--- src/design/cba_pkg.sv ---
package cba_pkg;

	localparam int WORD_W  = 64;
	localparam int BIT_W   = $clog2(WORD_W);
	localparam int CNT_W   = 13;
	localparam int START_W = 12;

	localparam logic [CNT_W-1:0] COUNT_MAX    = 13'h1FFF;
	localparam logic [CNT_W-1:0] ACTIVE_RESET = 13'd4096;

	localparam logic REQ_ALLOC = 1'b0;
	localparam logic REQ_FREE  = 1'b1;

	typedef enum logic [3:0] {
		ST_CLEAR,
		ST_IDLE,
		ST_A_RD,
		ST_A_SCAN,
		ST_A_FIN,
		ST_C_RD,
		ST_C_WR,
		ST_F_RD,
		ST_F_MOD,
		ST_F_ACC,
		ST_RESP
	} state_t;

	typedef struct packed {
		logic             found;
		logic [BIT_W-1:0] pos;
	} ffs_t;

endpackage

--- src/design/cba_ffs.sv ---
module cba_ffs (
	input  logic [cba_pkg::WORD_W-1:0] vec,
	output cba_pkg::ffs_t              res
);

	// lowest set bit, binary search over halves
	always_comb begin
		logic [cba_pkg::WORD_W-1:0] v;
		logic [cba_pkg::WORD_W-1:0] low;
		v = vec;
		res.found = |vec;
		res.pos = '0;
		for (int l = cba_pkg::BIT_W - 1; l >= 0; l--) begin
			low = {cba_pkg::WORD_W{1'b1}} >> (cba_pkg::WORD_W - (1 << l));
			if ((v & low) == '0) begin
				res.pos[l] = 1'b1;
				v = v >> (1 << l);
			end
		end
	end

endmodule

--- src/design/contiguous_block_allocator.sv ---
// Steps: free reads, sets and counts each map word in the range; alloc scans map words
// for runs, then clears the chosen run word by word. Zero-length alloc or empty free range
// goes straight to the response.
// Throughput: one item at a time; the single map port and the find-first unit set it.
// Reset: async, active low; the map then takes a clearing pass during which no item
// is accepted. All blocks used, free count zero.
module contiguous_block_allocator #(
	parameter int NUM_BLOCKS = 4096
) (
	input  logic                          clk,
	input  logic                          arst_n,
	input  logic                          cfg_we,
	input  logic [cba_pkg::CNT_W-1:0]     cfg_wdata,
	input  logic                          req_valid,
	output logic                          req_ready,
	input  logic                          req_type,
	input  logic [cba_pkg::CNT_W-1:0]     req_count,
	input  logic [cba_pkg::START_W-1:0]   free_start,
	output logic                          rsp_valid,
	input  logic                          rsp_ready,
	output logic [cba_pkg::START_W-1:0]   grant_start,
	output logic [cba_pkg::CNT_W-1:0]     grant_count,
	output logic                          no_space,
	output logic [cba_pkg::CNT_W-1:0]     free_total
);

	localparam int W      = cba_pkg::WORD_W;
	localparam int BW     = cba_pkg::BIT_W;
	localparam int CW     = cba_pkg::CNT_W;
	localparam int NWORDS = (NUM_BLOCKS + W - 1) / W;
	localparam int WA_W   = (NWORDS > 1) ? $clog2(NWORDS) : 1;
	localparam int PW     = ($clog2(NUM_BLOCKS + 1) > CW + 1) ? $clog2(NUM_BLOCKS + 1) : CW + 1;
	localparam int NB     = W / 8;
	localparam int BC_W   = $clog2(8 + 1);
	localparam int SUM_W  = $clog2(W + 1);

	cba_pkg::state_t state_q, state_d;

	logic [CW-1:0]    active_q;
	logic [CW-1:0]    fc_q;
	logic             rsp_valid_q;
	logic [WA_W-1:0]  w_q;
	logic             in_run_q;

	logic             type_q;
	logic [CW-1:0]    count_q;
	logic [PW-1:0]    limit_q;
	logic [WA_W-1:0]  last_w_q;
	logic [BW-1:0]    last_bit_q;
	logic [BW-1:0]    off_q;
	logic [PW-1:0]    run_start_q;
	logic [PW-1:0]    best_start_q;
	logic [CW-1:0]    best_len_q;
	logic [PW-1:0]    lo_q;
	logic [PW-1:0]    hi_q;
	logic [BC_W-1:0]  byte_cnt_q [NB];
	logic [W-1:0]     rdata_q;
	logic [W-1:0]     mem_q [NWORDS];

	logic [cba_pkg::START_W-1:0] grant_start_q;
	logic [CW-1:0]               grant_count_q;
	logic                        no_space_q;
	logic [CW-1:0]               free_total_q;

	logic             accept;
	logic             load_rsp;
	logic             mem_re;
	logic             mem_we;
	logic [W-1:0]     mem_wdata;

	logic [PW-1:0]    limit_c;
	logic [PW-1:0]    lm1_c;
	logic [PW-1:0]    fsum_c;
	logic [PW-1:0]    fhi_c;
	logic [PW-1:0]    flo_c;

	logic [W-1:0]     tgt;
	cba_pkg::ffs_t    ffs;
	logic             is_last;
	logic [PW-1:0]    pos_g;
	logic [PW-1:0]    run_end;
	logic [PW-1:0]    run_len;
	logic [CW-1:0]    len_cap;
	logic             better;
	logic [PW-1:0]    nb_start;
	logic [CW-1:0]    nb_len;
	logic             scan_finish;
	logic             adv_word;

	logic [W-1:0]     rng_mask;
	logic [PW-1:0]    next_base;
	logic             range_done;

	logic [SUM_W-1:0] add_sum;
	logic [CW:0]      fc_sum;
	logic [CW-1:0]    fc_inc;
	logic [CW-1:0]    fc_dec;

	// request decode
	always_comb begin
		limit_c = (PW'(active_q) > PW'(NUM_BLOCKS)) ? PW'(NUM_BLOCKS) : PW'(active_q);
		lm1_c   = limit_c - PW'(1);
		flo_c   = PW'(free_start);
		fsum_c  = PW'(free_start) + PW'(req_count);
		fhi_c   = (fsum_c > limit_c) ? limit_c : fsum_c;
	end

	// run scan on the current word
	always_comb begin
		logic beyond;
		for (int i = 0; i < W; i++) begin
			beyond = (w_q == last_w_q) && (BW'(i) > last_bit_q);
			tgt[i] = (BW'(i) >= off_q) &&
				(in_run_q ? (!rdata_q[i] || beyond) : (rdata_q[i] && !beyond));
		end
	end

	cba_ffs u_ffs (
		.vec (tgt),
		.res (ffs)
	);

	always_comb begin
		is_last     = (w_q == last_w_q);
		pos_g       = PW'({w_q, ffs.pos});
		run_end     = ffs.found ? pos_g : limit_q;
		run_len     = run_end - run_start_q;
		len_cap     = (run_len > PW'(count_q)) ? count_q : CW'(run_len);
		better      = len_cap > best_len_q;
		nb_start    = better ? run_start_q : best_start_q;
		nb_len      = better ? len_cap : best_len_q;
		adv_word    = !ffs.found && !is_last;
		if (in_run_q) begin
			scan_finish = ffs.found ? (nb_len >= count_q) : is_last;
		end else begin
			scan_finish = !ffs.found && is_last;
		end
	end

	// range mask for the current word
	always_comb begin
		logic [PW-1:0] g;
		for (int i = 0; i < W; i++) begin
			g = PW'({w_q, BW'(i)});
			rng_mask[i] = (g >= lo_q) && (g < hi_q);
		end
		next_base  = PW'({w_q, {BW{1'b0}}}) + PW'(W);
		range_done = next_base >= hi_q;
	end

	// free count update
	always_comb begin
		add_sum = '0;
		for (int b = 0; b < NB; b++) begin
			add_sum = add_sum + SUM_W'(byte_cnt_q[b]);
		end
		fc_sum = {1'b0, fc_q} + (CW + 1)'(add_sum);
		fc_inc = (fc_sum > {1'b0, cba_pkg::COUNT_MAX}) ? cba_pkg::COUNT_MAX : CW'(fc_sum);
		fc_dec = (fc_q >= best_len_q) ? fc_q - best_len_q : '0;
	end

	// next state
	always_comb begin
		state_d = state_q;
		unique case (state_q)
			cba_pkg::ST_CLEAR: begin
				if (w_q == WA_W'(NWORDS - 1)) state_d = cba_pkg::ST_IDLE;
			end
			cba_pkg::ST_IDLE: begin
				if (req_valid) begin
					if (req_type == cba_pkg::REQ_ALLOC) begin
						state_d = (req_count == '0 || limit_c == '0) ?
							cba_pkg::ST_RESP : cba_pkg::ST_A_RD;
					end else begin
						state_d = (flo_c >= fhi_c) ? cba_pkg::ST_RESP : cba_pkg::ST_F_RD;
					end
				end
			end
			cba_pkg::ST_A_RD:   state_d = cba_pkg::ST_A_SCAN;
			cba_pkg::ST_A_SCAN: begin
				if (scan_finish) state_d = cba_pkg::ST_A_FIN;
				else if (adv_word) state_d = cba_pkg::ST_A_RD;
			end
			cba_pkg::ST_A_FIN: begin
				state_d = (best_len_q == '0) ? cba_pkg::ST_RESP : cba_pkg::ST_C_RD;
			end
			cba_pkg::ST_C_RD:   state_d = cba_pkg::ST_C_WR;
			cba_pkg::ST_C_WR:   state_d = range_done ? cba_pkg::ST_RESP : cba_pkg::ST_C_RD;
			cba_pkg::ST_F_RD:   state_d = cba_pkg::ST_F_MOD;
			cba_pkg::ST_F_MOD:  state_d = cba_pkg::ST_F_ACC;
			cba_pkg::ST_F_ACC:  state_d = range_done ? cba_pkg::ST_RESP : cba_pkg::ST_F_RD;
			cba_pkg::ST_RESP: begin
				if (!rsp_valid_q || rsp_ready) state_d = cba_pkg::ST_IDLE;
			end
			default: state_d = cba_pkg::ST_IDLE;
		endcase
	end

	// controls
	always_comb begin
		req_ready = 1'b0;
		load_rsp  = 1'b0;
		mem_re    = 1'b0;
		mem_we    = 1'b0;
		mem_wdata = '0;
		unique case (state_q)
			cba_pkg::ST_CLEAR: mem_we = 1'b1;
			cba_pkg::ST_IDLE:  req_ready = 1'b1;
			cba_pkg::ST_A_RD,
			cba_pkg::ST_C_RD,
			cba_pkg::ST_F_RD:  mem_re = 1'b1;
			cba_pkg::ST_C_WR: begin
				mem_we    = 1'b1;
				mem_wdata = rdata_q & ~rng_mask;
			end
			cba_pkg::ST_F_MOD: begin
				mem_we    = 1'b1;
				mem_wdata = rdata_q | rng_mask;
			end
			cba_pkg::ST_RESP:  load_rsp = !rsp_valid_q || rsp_ready;
			default: begin
			end
		endcase
	end

	assign accept = req_valid && req_ready;

	always_ff @(posedge clk or negedge arst_n) begin
		if (!arst_n) begin
			state_q     <= cba_pkg::ST_CLEAR;
			active_q    <= cba_pkg::ACTIVE_RESET;
			fc_q        <= '0;
			rsp_valid_q <= 1'b0;
			w_q         <= '0;
			in_run_q    <= 1'b0;
		end else begin
			state_q <= state_d;
			if (cfg_we) active_q <= cfg_wdata;
			if (load_rsp) rsp_valid_q <= 1'b1;
			else if (rsp_ready) rsp_valid_q <= 1'b0;
			case (state_q)
				cba_pkg::ST_CLEAR: begin
					if (w_q != WA_W'(NWORDS - 1)) w_q <= w_q + 1'b1;
				end
				cba_pkg::ST_IDLE: begin
					if (accept) begin
						in_run_q <= 1'b0;
						if (req_type == cba_pkg::REQ_ALLOC) w_q <= '0;
						else w_q <= WA_W'(flo_c >> BW);
					end
				end
				cba_pkg::ST_A_SCAN: begin
					if (ffs.found) in_run_q <= !in_run_q;
					if (adv_word) w_q <= w_q + 1'b1;
				end
				cba_pkg::ST_A_FIN: w_q <= WA_W'(best_start_q >> BW);
				cba_pkg::ST_C_WR: begin
					if (range_done) fc_q <= fc_dec;
					else w_q <= w_q + 1'b1;
				end
				cba_pkg::ST_F_ACC: begin
					fc_q <= fc_inc;
					if (!range_done) w_q <= w_q + 1'b1;
				end
				default: begin
				end
			endcase
		end
	end

	always_ff @(posedge clk) begin
		case (state_q)
			cba_pkg::ST_IDLE: begin
				if (accept) begin
					type_q       <= req_type;
					count_q      <= req_count;
					best_start_q <= '0;
					best_len_q   <= '0;
					off_q        <= '0;
					limit_q      <= limit_c;
					last_w_q     <= WA_W'(lm1_c >> BW);
					last_bit_q   <= lm1_c[BW-1:0];
					lo_q         <= flo_c;
					hi_q         <= fhi_c;
				end
			end
			cba_pkg::ST_A_SCAN: begin
				off_q <= ffs.found ? ffs.pos : '0;
				if (!in_run_q && ffs.found) run_start_q <= pos_g;
				if (in_run_q && (ffs.found || is_last)) begin
					best_start_q <= nb_start;
					best_len_q   <= nb_len;
				end
			end
			cba_pkg::ST_A_FIN: begin
				lo_q <= best_start_q;
				hi_q <= best_start_q + PW'(best_len_q);
			end
			cba_pkg::ST_F_MOD: begin
				for (int b = 0; b < NB; b++) begin
					byte_cnt_q[b] <= BC_W'($countones(rng_mask[b*8 +: 8] & ~rdata_q[b*8 +: 8]));
				end
			end
			default: begin
			end
		endcase
		if (load_rsp) begin
			grant_start_q <= cba_pkg::START_W'(best_start_q);
			grant_count_q <= best_len_q;
			no_space_q    <= (type_q == cba_pkg::REQ_ALLOC) && (count_q != '0) &&
				(best_len_q == '0);
			free_total_q  <= fc_q;
		end
	end

	// free map words
	always_ff @(posedge clk) begin
		if (mem_we) mem_q[w_q] <= mem_wdata;
		if (mem_re) rdata_q <= mem_q[w_q];
	end

	assign rsp_valid   = rsp_valid_q;
	assign grant_start = grant_start_q;
	assign grant_count = grant_count_q;
	assign no_space    = no_space_q;
	assign free_total  = free_total_q;

endmodule

--- config.mk ---
export PLATFORM = sky130hd
export DESIGN_NAME = contiguous_block_allocator
export DESIGN_NICKNAME = d
export VERILOG_FILES = /design/src/design/cba_pkg.sv /design/src/design/cba_ffs.sv /design/src/design/contiguous_block_allocator.sv
export SDC_FILE = /design/constraint.sdc
export NUM_CORES = 2
export LEC_CHECK = 0
export BUFFER_PORTS_ARGS = -buffer_cell sky130_fd_sc_hd__buf_2
export CORE_ASPECT_RATIO = 0.9
export CORE_MARGIN = 2
export CORE_UTILIZATION = 30
export CTS_BUF_LIST = sky130_fd_sc_hd__clkbuf_8
export DETAILED_ROUTE_END_ITERATION = 6
export PLACE_DENSITY = 0.49
export RECOVER_POWER = 25
export SYNTH_ARGS = -nofsm -noshare
export SYNTH_HDL_FRONTEND = slang
export SYNTH_MEMORY_MAX_BITS = 65536
export SYNTH_SLANG_ARGS = --single-unit
--- constraint.sdc ---
create_clock -name clk -period 14.5 [get_ports clk]
set_input_delay 0.725 -clock clk [delete_from_list [all_inputs] [get_ports clk]]
set_output_delay 0.725 -clock clk [all_outputs]
set_load 0.01 [all_outputs]
Word-level counts from Yosys, hierarchy flattened:

Memory sizes are Yosys's and may differ from the RTL's. A register that Yosys moved wholly into a read port is not among the register bits.
Cells that the tools add are included.

* register bits after elaboration: 189
* bits in latches: 0
* RAM bits: 4128
* memory bits (read-only): 0
* input port bits: 44
* output and inout port bits: 41
* memories kept: 2

Memory list
* mem_q: words 64, width 64, read ports 1, clocked after memory_dff 1, write ports 1, RTL line contiguous_block_allocator.sv:58 `logic [W-1:0] mem_q [NWORDS];`
* byte_cnt_q: words 8, width 4, read ports 8, clocked after memory_dff 0, write ports 8, RTL line contiguous_block_allocator.sv:56 `logic [BC_W-1:0] byte_cnt_q [NB];`

* add/subtract/negate cells: 71
* multipliers: 0
* divide/modulo/power cells: 0
* $lt $le $gt $ge: 265
* eq/ne operators: 25
* shift-type cells: 0
* muxes and demuxes: 132
* bitwise operators: 20
* reduce and logical (&&, ||, !) cells: 492

Operators by type and width (count)
* 12-bit by 14-bit greater-or-equal comparator with 1-bit output: 65
* 12-bit by 14-bit less-than comparator with 1-bit output: 64
* 64-bit zero test: 6
* 1-bit logical AND: 263
* 6-bit greater-or-equal comparator (first input constant): 32
* 6-bit greater-than comparator (first input constant): 32
* 1-bit zero test: 132
* 64-bit one-hot mux with 2 select lines: 1
* 13-bit 2-to-1 mux: 9
* 5-bit by 6-bit greater-or-equal comparator with 1-bit output (first input constant): 16
* 5-bit by 6-bit greater-than comparator with 1-bit output (first input constant): 16
* 1-bit 2-to-1 mux: 85
* 14-bit 2-to-1 mux: 6
* 14-bit one-hot mux with 2 select lines: 3
* 1-bit logical OR: 67
* 1-bit by 1-bit adder with 2-bit output: 32
* 64-bit AND: 1
* 8-bit AND: 8
* 64-bit inverter: 1
* 8-bit inverter: 8
* 64-bit bitwise OR: 1
* 64-bit OR reduction: 1
* 13-bit one-hot mux with 2 select lines: 2
* 2-bit by 2-bit adder with 3-bit output: 16
* other kinds (59): 138

Logic depth before layout (Yosys ltp):

* depth after elaboration: 29
* mapped depth: 71
* mapped depth without buffers: 64

Hierarchy:

From an unflattened synthesis, not the netlist that was laid out.

* cells, all modules: 10098
* area, all modules: 169801.6 µm²

By module, submodules not included
* contiguous_block_allocator: instances 1, cells each 9990, area each 169146.0 µm², seq. area each 131247.1 µm²
* cba_ffs: instances 1, cells each 108, area each 655.6 µm², seq. area each 0.0 µm²

Least setup slack after synthesis:

OpenSTA, ideal clock, no wires.

* path type: reg2reg
* start: register w_q[3]
* end: register state_q[1]
* library setup time: 0.137 ns
* data arrival time: 12.587 ns
* required time: 14.363 ns
* path slack: 1.775 ns
* cell stages (with the launch flop): 70
* clock period less this slack: 12.725 ns
* path through: dfrtp_1 > buf_6 > xor2_1 > or3_1 > buf_2 > buf_6 > o31ai_1 > mux2i_1 > a221o_1 > or4_1 > or4_4 > buf_2 > o211ai_4 > buf_2 > a211oi_1 > o21a_1 > o221ai_1 > nand4b_1 > [... 34 more ...] > o211ai_1 > a21oi_1 > mux2_2 > ha_1 > nor2b_1 > o21a_1 > o21a_1 > o21a_1 > o21a_1 > o21a_1 > o21a_1 > o21ai_0 > a211o_1 > o22ai_1 > o21ai_0 > a21oi_1 > o31ai_1 > o21ai_0

* word-level cells in the longest chain between the ends: 29

RTL lines
* start: declaration: RTL line contiguous_block_allocator.sv:42 `logic [WA_W-1:0] w_q;`
* start signal: assignment: RTL line contiguous_block_allocator.sv:243 `if (w_q != WA_W'(NWORDS - 1)) w_q <= w_q + 1'b1;`
* start signal: assignment: RTL line contiguous_block_allocator.sv:249 `else w_q <= WA_W'(flo_c >> BW);`
* start signal: assignment: RTL line contiguous_block_allocator.sv:254 `if (adv_word) w_q <= w_q + 1'b1;`
* 6-bit equality test: RTL line contiguous_block_allocator.sv:112 `beyond = (w_q == last_w_q) && (BW'(i) > last_bit_q);`
* 1-bit logical AND: RTL line contiguous_block_allocator.sv:112
* 1-bit zero test: RTL line contiguous_block_allocator.sv:114 `(in_run_q ? (!rdata_q[i] || beyond) : (rdata_q[i] && !beyond));`
* 1-bit logical AND: RTL line contiguous_block_allocator.sv:114
* 1-bit 2-to-1 mux: RTL line contiguous_block_allocator.sv:114
* 1-bit logical AND: RTL line contiguous_block_allocator.sv:113 `tgt[i] = (BW'(i) >= off_q) &&`
* 64-bit zero test: RTL line cba_ffs.sv:15 `if ((v & low) == '0) begin`
* 31-bit 2-to-1 mux: RTL line cba_ffs.sv:15
* [... 14 more ...]
* 13-bit greater-than comparator: RTL line contiguous_block_allocator.sv:129 `better = len_cap > best_len_q;`
* 13-bit 2-to-1 mux *: RTL line contiguous_block_allocator.sv:131 `nb_len = better ? len_cap : best_len_q;`
* net nb_len[1]: RTL line contiguous_block_allocator.sv:86 `logic [CW-1:0] nb_len;`
* 13-bit greater-or-equal comparator *: RTL line contiguous_block_allocator.sv:134 `scan_finish = ffs.found ? (nb_len >= count_q) : is_last;`
* 1-bit 2-to-1 mux *: RTL line contiguous_block_allocator.sv:134
* 1-bit 2-to-1 mux *: RTL line contiguous_block_allocator.sv:133 `if (in_run_q) begin`
* 4-bit 2-to-1 mux or 3-bit != test (tied branches)
* 4-bit one-hot mux with 11 select lines or 4-bit AND reduction (tied branches)
* end signal: assignment: RTL line contiguous_block_allocator.sv:230 `state_q <= cba_pkg::ST_CLEAR;`
* end signal: assignment: RTL line contiguous_block_allocator.sv:237 `state_q <= state_d;`
* end: declaration: RTL line contiguous_block_allocator.sv:37 `cba_pkg::state_t state_q, state_d;`

The timed path passes the listed nets; every way through them passes the cells marked *.
A chain may end at the register's enable or synchronous reset.

==> metrics.cfg <==
[power]
pwr-share-clk_pct = 23.4
comb_power_share_pct = 39.1
p_sw_share_pct = 40.09
leakage_nw = 60.34
internal_power_mw = 24.89
power_density_mw_per_mm2 = 212.7
p_seq_share_pct = 37.4
power.switching_mw = 16.66
finalPower_mw = 41.55
peakVddDrop_mv = 0.1472

[place]
io_buffers = 84
dp_hpwl_um = 383300
placed_cell_area_mm2 = 0.1831
place.gp.congestion = 0.9007
pre_cts_ws_ns = 0.1399
numPlacedInstances = 17690

[setup_path]
path_common_cell = o21a_1
regToRegStartpoint = last_w_q[4]
regToRegEndpoint = state_q[3]
crit_type = register to register
arrival_ns = 14.81
reg2reg_slack_ns = 0.86
cpPeakStageDelay_ns = 0.59
crit_required_ns = 15.67
crit_path_start_kind = register
worstSetupStartpoint = last_w_q[4]
path_max_fanout = 11
critPathCaptureType = register
worstRegToRegCells = 69
crit_slowest_cell = or4_1

[synth]
synthDominantCellAreaShare_pct = 76.87
synthArstFlopShare_pct = 0.8682
synth_warnings = 0
yosysTopAreaCell = edfxtp_1
synth_cell_types = 88
netlist_area_mm2 = 0.1695
synth-seq-area-share_pct = 77.43
synth_seq_cells = 4377
syn_area_per_cell_um2 = 16.76
syn_inst = 10110
synth_edf_count = 4339
synthFlopType = edfxtp_1
synth.area.top_cells = edfxtp_1 77%, a22oi_1 7.3%, ha_1 1.3%, clkbuf_1 1.2%, a221oi_1 1.1%
synth_fp_nets = 10390

[sta]
max_freq_ghz = 0.07334
setup_viol = 0
maxSlewHeadroom_pct = -493.5
max_slew.worst_pin.slew_ns = 8.902
slew_viol_final = 2715
hold_viol = 0
setup_tns_ns = 0
timing.final.crit_share_pct = 94.04
finClkSkew_ns = 0.1118
min_period_ns = 13.64
fin_ws_ns = 0.8647

[run]
cap_violations = 99

[grt]
grt_pass1_wl_um = 909700
met1_usage_pct = 32.83
grt.met2_usage_pct = 34.97
grt_max_degree = 94
met3_usage_pct = 4.855
antenna_found_initial = 57
grt-ovfl-total = 0
top_usage_layer = met2
gr-usage-all-layers_pct = 22.81
grt_pass1_vias = 104800

[clocking]
clkSlewWorstSetupHoldPaths_ns = 0.07
clk_latency_ns = 1.37
clock_path_buffers = 4
cts-buffers-inserted = 682
root_buffer = clkbuf_8
cts_tree = done
h-tree-depth = 6
cts_sinks = 4377

[routing]
drt-total-wl_um = 677200
detail_route.wl_per_cell_um = 35.70
dr.pass1.iters = 7
final_antenna_net_count = 0
num_vias = 109100
drc = 1
drtIter0Drc = 16040
vias_per_cell = 5.752

[layout]
syn_to_final_growth_pct = 15.23
design_area_mm2 = 0.1953
filler_cell_count = 53260
drive_gt1_share_pct = 14.08
layout.nets = 11220
mostFrequentLayoutCell = edfxtp_1
final_cell_mix = 4339 x edfxtp_1, 1647 x a22oi_1, 698 x clkbuf_8
instances_no_fill = 18970

[die]
rows = 261
pin_count = 85
die_h_um = 717.1
core_area_mm2 = 0.5620
start_util_pct = 30.16
die_w_um = 796.3
die_area_mm2 = 0.5711

[hold_path]
hold_class = primary input to register
hold-path-endpoint = lo_q[1]
whs_path_depth = 3
hp-start = free_start[1]

[status]
status = finished, violations left
violations = design-rule violations, max-capacitance violations, max-slew violations

power groups by stage:
stage	clock, mW	combinational (mW)	sequential, mW
2_1_floorplan	0	8.07	15.5
3_3_place_gp	0	16.0	15.8
3_5_place_dp	0	15.9	15.8
4_1_cts	9.87	16.0	15.5
5_1_grt	10.4	17.2	15.6
6_report	9.73	16.3	15.6
sequential cells by signal, summed over array words and instances, names as in the netlist, 13 cells and up:
register     flops
active_q        13
limit_q         13
hi_q            14
best_len_q      13
rdata_q         64
free_total      13
mem_q         4096
fc_q            13
byte_cnt_q      32
count_q         13
grant_count     13
area by class of cell:
cell class | instances | area [um^2] | area share, %
Multi-Input combinational cell | 4868 | 35760 | 18.31
Clock inverter | 500 | 2621 | 1.342
Tap cell | 7495 | 9378 | 4.801
Sequential cell | 4377 | 131200 | 67.19
Inverter | 222 | 833.3 | 0.4266
Clock buffer | 698 | 9607 | 4.918
Timing Repair Buffer | 789 | 5834 | 2.987
Antenna cell | 20 | 50.05 | 0.02562
worst max-delay path by stage:
| stage | endpoint | depth (start not counted) |
|---|---|---|
| final | state_q[3] | 69 |
| after global routing | state_q[1] | 67 |
| after CTS | state_q[1] | 65 |
| after detailed placement | state_q[1] | 65 |
| after global placement | state_q[1] | 66 |
| after floorplan | state_q[1] | 69 |
what timing repair did:
| action | in CTS | in global routing |
|---|---|---|
| hold endpoints to repair | 83 | 0 |
| buffers inserted | 0 | 2 |
| gates resized for setup | 0 | 29 |
| hold buffers | 55 | 0 |
| endpoints found under the setup margin | 0 | 4 |
logic make-up after synthesis:
group / synth area share, %
muxes: 0.3632
DFF: 77.43
xor gates and xnor gates: 0.5425
adders and majority gates: 2.021
AOI/OAI and AO/OA: 14.26
buffers and inverters: 1.939
and+or+nand+nor: 3.442
synthesized netlist by cell type (all sizes together), types with 13 or more instances:
master	n
o211ai	13
mux2	38
o22a	40
xnor2	90
o31a	15
fa	63
edfxtp	4339
a21boi	19
nand2	216
mux2i	15
and2	24
a31oi	218
nor4	84
dfrtp	37
or3	31
o21bai	13
nor2	321
clkbuf	525
buf	119
a221oi	220
a22o	203
nor2b	44
nand3	132
nand2b	51
inv	219
ha	173
xor2	15
o31ai	29
a21oi	384
and3	17
a21o	45
nand4	156
a41oi	189
nor3	58
o21a	29
a22oi	1647
o21ai	144
stage by stage:
step / hold WS, ns / utilization [%]
final: 0.05900 / 34.75
after global routing: 0.04299 / 34.75
after CTS: 0.001616 / 34.86
after detailed placement: 0.4968 / 32.58
after global placement: 0.4969 / 32.58
after floorplan: 0.4294 / -
critical path: cells and delay by family, from the launching register on:
family / cells / cell delay (ns)
AOI/OAI and AO/OA: 43 / 7.17
and+or+nand+nor: 8 / 2.19
adders and majority gates: 5 / 1.45
buffers and inverters: 8 / 1.18
muxes: 3 / 0.78
DFF: 1 / 0.41
xor gates and xnor gates: 2 / 0.30
per-layer routing:
metal	vias up	wire length (um)
met5	-	111
met4	16	19520
met3	1005	71950
met2	6988	301500
met1	57440	284000
li1	43670	-
(Power assumes the default switching activity.)
